==> src/rtl/core/spsg_pkg.sv <==
package spsg_pkg;

    localparam int unsigned TICK_US        = 10;
    localparam int unsigned MIN_PERIOD_US  = 100;
    localparam int unsigned IDLE_PERIOD_US = 1000000;
    localparam int unsigned RATE_SCALE     = 1000;

    localparam logic [1:0] MODE_TICK   = 2'd0;
    localparam logic [1:0] MODE_UPDATE = 2'd1;
    localparam logic [1:0] MODE_TARGET = 2'd2;

    localparam logic [2:0] REG_CLOSED_LOOP = 3'd0;
    localparam logic [2:0] REG_P_GAIN      = 3'd1;
    localparam logic [2:0] REG_I_GAIN      = 3'd2;
    localparam logic [2:0] REG_D_GAIN      = 3'd3;
    localparam logic [2:0] REG_INT_LIMIT   = 3'd4;

    typedef enum logic [3:0] {
        ST_IDLE,
        ST_ERR,
        ST_MUL_P,
        ST_MUL_I,
        ST_MUL_D,
        ST_DIV_D,
        ST_SUM,
        ST_START_V,
        ST_DIV_V,
        ST_FINISH,
        ST_OUT
    } state_t;

    typedef struct packed {
        logic load;
        logic do_tick;
        logic do_target;
        logic do_err;
        logic mul_p;
        logic mul_i;
        logic mul_d;
        logic div_start_d;
        logic add_d;
        logic do_sum;
        logic div_start_v;
        logic finish;
        logic out_load;
    } cmd_t;

    typedef struct packed {
        logic [1:0] mode;
        logic       div_busy;
        logic       dt_zero;
        logic       vel_zero;
    } status_t;

endpackage

==> src/rtl/core/spsg_ctrl.sv <==
module spsg_ctrl (
    input  logic              clk,
    input  logic              rst_n,
    input  logic              in_valid,
    output logic              in_ready,
    output logic              out_valid,
    input  logic              out_ready,
    input  spsg_pkg::status_t status,
    output spsg_pkg::cmd_t    cmd
);
    import spsg_pkg::*;

    state_t state_reg, state_next;
    logic   oval_reg, oval_next;

    always_ff @(posedge clk or negedge rst_n)
    begin
        if (!rst_n)
        begin
            state_reg <= ST_IDLE;
            oval_reg  <= 1'b0;
        end
        else
        begin
            state_reg <= state_next;
            oval_reg  <= oval_next;
        end
    end

    assign out_valid = oval_reg;
    assign in_ready  = (state_reg == ST_IDLE);

    always_comb
    begin
        state_next = state_reg;
        unique case (state_reg)
            ST_IDLE:   if (in_valid) state_next = ST_ERR;
            ST_ERR:
            begin
                if (status.mode == MODE_UPDATE) state_next = ST_MUL_P;
                else                            state_next = ST_OUT;
            end
            ST_MUL_P:   state_next = ST_MUL_I;
            ST_MUL_I:   state_next = status.dt_zero ? ST_SUM : ST_MUL_D;
            ST_MUL_D:   state_next = ST_DIV_D;
            ST_DIV_D:   if (!status.div_busy) state_next = ST_SUM;
            ST_SUM:     state_next = ST_START_V;
            ST_START_V: state_next = ST_DIV_V;
            ST_DIV_V:   if (!status.div_busy) state_next = ST_FINISH;
            ST_FINISH:  state_next = ST_OUT;
            ST_OUT:     if (!oval_reg || out_ready) state_next = ST_IDLE;
            default:    state_next = ST_IDLE;
        endcase
    end

    always_comb
    begin
        oval_next = oval_reg;
        if (oval_reg && out_ready)
        begin
            oval_next = 1'b0;
        end
        if (state_reg == ST_OUT && (!oval_reg || out_ready))
        begin
            oval_next = 1'b1;
        end
    end

    always_comb
    begin
        cmd = '0;
        unique case (state_reg)
            ST_IDLE:   cmd.load = in_valid;
            ST_ERR:
            begin
                cmd.do_err    = 1'b1;
                cmd.do_tick   = (status.mode == MODE_TICK);
                cmd.do_target = (status.mode == MODE_TARGET);
            end
            ST_MUL_P:  cmd.mul_p = 1'b1;
            ST_MUL_I:  cmd.mul_i = 1'b1;
            ST_MUL_D:
            begin
                cmd.mul_d       = 1'b1;
                cmd.div_start_d = 1'b1;
            end
            ST_DIV_D:   cmd.add_d = !status.div_busy;
            ST_SUM:     cmd.do_sum = 1'b1;
            ST_START_V: cmd.div_start_v = 1'b1;
            ST_DIV_V:   ;
            ST_FINISH:  cmd.finish = 1'b1;
            ST_OUT:     cmd.out_load = !oval_reg || out_ready;
            default:    ;
        endcase
    end
endmodule

==> config.mk <==
export PLATFORM = sky130hd
export DESIGN_NAME = spsg_ctrl
export DESIGN_NICKNAME = d
export VERILOG_FILES = /design/src/rtl/core/spsg_pkg.sv /design/src/rtl/core/spsg_ctrl.sv
export SDC_FILE = /design/constraint.sdc
export NUM_CORES = 1
export LEC_CHECK = 0
export BUFFER_PORTS_ARGS = -buffer_cell sky130_fd_sc_hd__buf_2
export CORE_AREA = 2 2 39 41
export CTS_CLUSTER_SIZE = 14
export DETAILED_ROUTE_END_ITERATION = 10
export DIE_AREA = 0 0 41 43
export PLACE_DENSITY_LB_ADDON = 0.25
export SLEW_MARGIN = 15
export SYNTH_ARGS = -nofsm -noshare
export SYNTH_HDL_FRONTEND = slang
export SYNTH_SLANG_ARGS = --single-unit
==> constraint.sdc <==
create_clock -name clk -period 1.4 [get_ports clk]
set_input_delay 0.28 -clock clk [delete_from_list [all_inputs] [get_ports clk]]
set_output_delay 0.28 -clock clk [all_outputs]
set_load 0.005 [all_outputs]
==> impl_metrics.toml <==
[clock_network]
clkSinkCount = 5
path_clk_slew_ps = 40
root_buffer = "clkbuf_4"
cts_tree = "built"
htree_levels = 1
clk_latency_ps = 240
numCtsBuffers = 3
clock_path_buffers = 2

[worst_setup_path]
crit_fanout = 5
end_kind = "output pin"
cp.arrival_ps = 1290
path_class = "reg -> out"
start_kind = "flip-flop"
worstPathRequired_ps = 1120

[power]
power_leakage_nw = 0.3405
total_power_mw = 1.394
power.density_nw_per_um2 = 2102
vdd.ir_drop.worst_mv = 0.8887

[cells_and_area]
largest_register_ffs = 4
finish.utilization = 0.4792
fin_nets = 91
diodes = 0
area.growth.synth_to_final_pct = 59.16
nFillCells = 136
drive_gt1_frac = 0.5802

[detailed_routing]
num_vias = 455
drt_iter0_markers = 11
route.detailed.drc = 0
wl_um = 1023
ant_nets = 0
avgRoutedWirePerCell_um = 10.55
viasPerCell = 4.691
dr.pass1.iters = 4

[timing]
slew-limit-headroom = 0.8636
max_freq_ghz = 0.6374
hold_viol = 0
rsz0062_at_grt = "true"
setup_viol = 14
fin_crit_ps = 1569
fin_skew_ps = 1.938
setup_tns_ps = -1126
layout_worst_path_cycle_share = 1.121
setup_ws_ps = -168.8
worst_pin_slew_ps = 203.9
slew_viol_final = 0
whs_ps = 383.8

[global_route]
grt_first_pass_wirelength_um = 1593
grt_overflow = 0
grt_use_total = 0.1355
antenna_found_initial = 0
grt_pass1_vias = 380
grt_start_max_net_pins = 10

[job]
drv_cap = 0

[floorplan]
die_h_um = 43
die_x_um = 41
rows = 14
io_pins = 24
dieArea_um2 = 1763
core-area_um2 = 1384
start_util = 0.3011

[placed_design]
io_buffers = 22
gp_congestion = 0.7596
post-place-ws_ps = 21.35
dp_hpwl_um = 782.6

[yosys]
yosys_warnings = 0
yosys.area.top_type_share = 0.3003
synth.area.top_cells = "dfrtp_1 (30%), nand2b_1 (6.0%), buf_6 (5.4%), nor2_1 (5.4%), o21a_1 (5.4%)"
synthAdderAreaFrac = 0
netlist_instances = 48
synth.yosys.seq_area_share = 0.3003
synth_nets = 57
muxShareOfSynthArea = 0
yosysMostFrequentCell = "nor2_1"
synth_area_leader_cell = "dfrtp_1"
synth_ff_type = "dfrtp_1"
async_reset_ff_frac = 1.000
synth_compound_area_frac = 0.1892
synth_area_um2 = 416.7
synth_edf_count = 0
synth-xor-area-share = 0.02102
synth_commonest_cells = "nor2_1 (6), dfrtp_1 (5), nand2b_1 (4), nor3_1 (3), o21a_1 (3)"
synth_top_family_by_area = "simple AND/OR/NAND/NOR gates"
syn_area_per_cell_um2 = 8.680
ys_types = 27
synthSimpleGateAreaFrac = 0.3754
ys_ff_latch = 5

[hold_path]
hold_path.class = "in -> async"

[outcome]
status = "finished with violations"
violations = "setup timing"
-- critical path, stage by stage (launching register included) --
cell and delay, ps:
dfrtp_1 390, or2_4 300, nor2_4 110, and3b_1 150, buf_2 110
-- worst paths after layout --
| kind | from | to | slack [ps] | depth (start not counted) |
|---|---|---|---|---|
| hold / removal | rst_n | state_reg[2] | 380 | 2 |
| setup reg to reg | state_reg[2] | state_reg[0] | 110 | 5 |
| setup / recovery | state_reg[3] | cmd[10] | -170 | 4 |
| max in group asynchronous | rst_n | state_reg[3] | 890 | 2 |
| min in group clk | status[2] | state_reg[0] | 410 | 3 |
| hold reg to reg | out_valid | out_valid | 560 | 2 |
-- cell type report --
| type | instances | area (µm²) | area share |
|---|---|---|---|
| Sequential cell | 5 | 125.1 | 0.1887 |
| Timing Repair Buffer | 35 | 210.2 | 0.3170 |
| Multi-Input combinational cell | 37 | 281.5 | 0.4245 |
| Clock buffer | 4 | 26.28 | 0.03962 |
| Tap cell | 16 | 20.02 | 0.03019 |
-- routing by layer --
layer | global-route usage | routed length (µm) | vias to the layer above
met5 | 0 | 0 | -
met4 | 0.08000 | 0 | 0
met3 | 0.03141 | 42 | 0
met2 | 0.1719 | 521 | 13
met1 | 0.2007 | 459 | 207
li1 | - | - | 235
-- logic make-up after synthesis --
logic type,count (synthesis)
AO/OA/AOI/OAI,10
XOR/XNOR,1
buffers and inverters,6
flip-flops,5
AND/OR/NAND/NOR,26
-- layout by cell type, fill, tap and decap left out, drive strengths merged --
cell type    Yosys  routed
and2             1       1
and3b            1       1
buf              6      34
clkbuf           0       4
dfrtp            5       5
dlygate4sd3      0       1
nand2            2       2
nand2b           4       4
nand3b           2       2
nor2             7       7
nor2b            1       1
nor3             4       4
nor3b            1       1
nor4             1       1
o21a             3       3
o21ai            2       2
o22a             1       1
o2bb2ai          1       1
o31a             1       1
o31ai            1       1
o32ai            1       1
or2              1       1
or2b             1       1
xor2             1       1
-- power by group --
part | total [mW] | internal (mW) | switching [mW]
logic | 0.974 | 0.513 | 0.461
clock network | 0.164 | 0.108 | 0.0567
registers | 0.256 | 0.210 | 0.0457
-- repair_timing --
action	CTS	global route
setup endpoints to repair	14	14
pin swaps	1	3
gates resized for setup	5	4
setup buffers	1	3
hold buffers	1	0
endpoints found under the hold margin	5	0
-- metrics by stage --
stage	instances	area, µm²
final	97	663.1
after global routing	97	663.1
after CTS	94	625.6
after detailed placement	88	559.3
after global placement	88	559.3
after floorplan	48	416.7
Power figures use the tool's default switching activity.
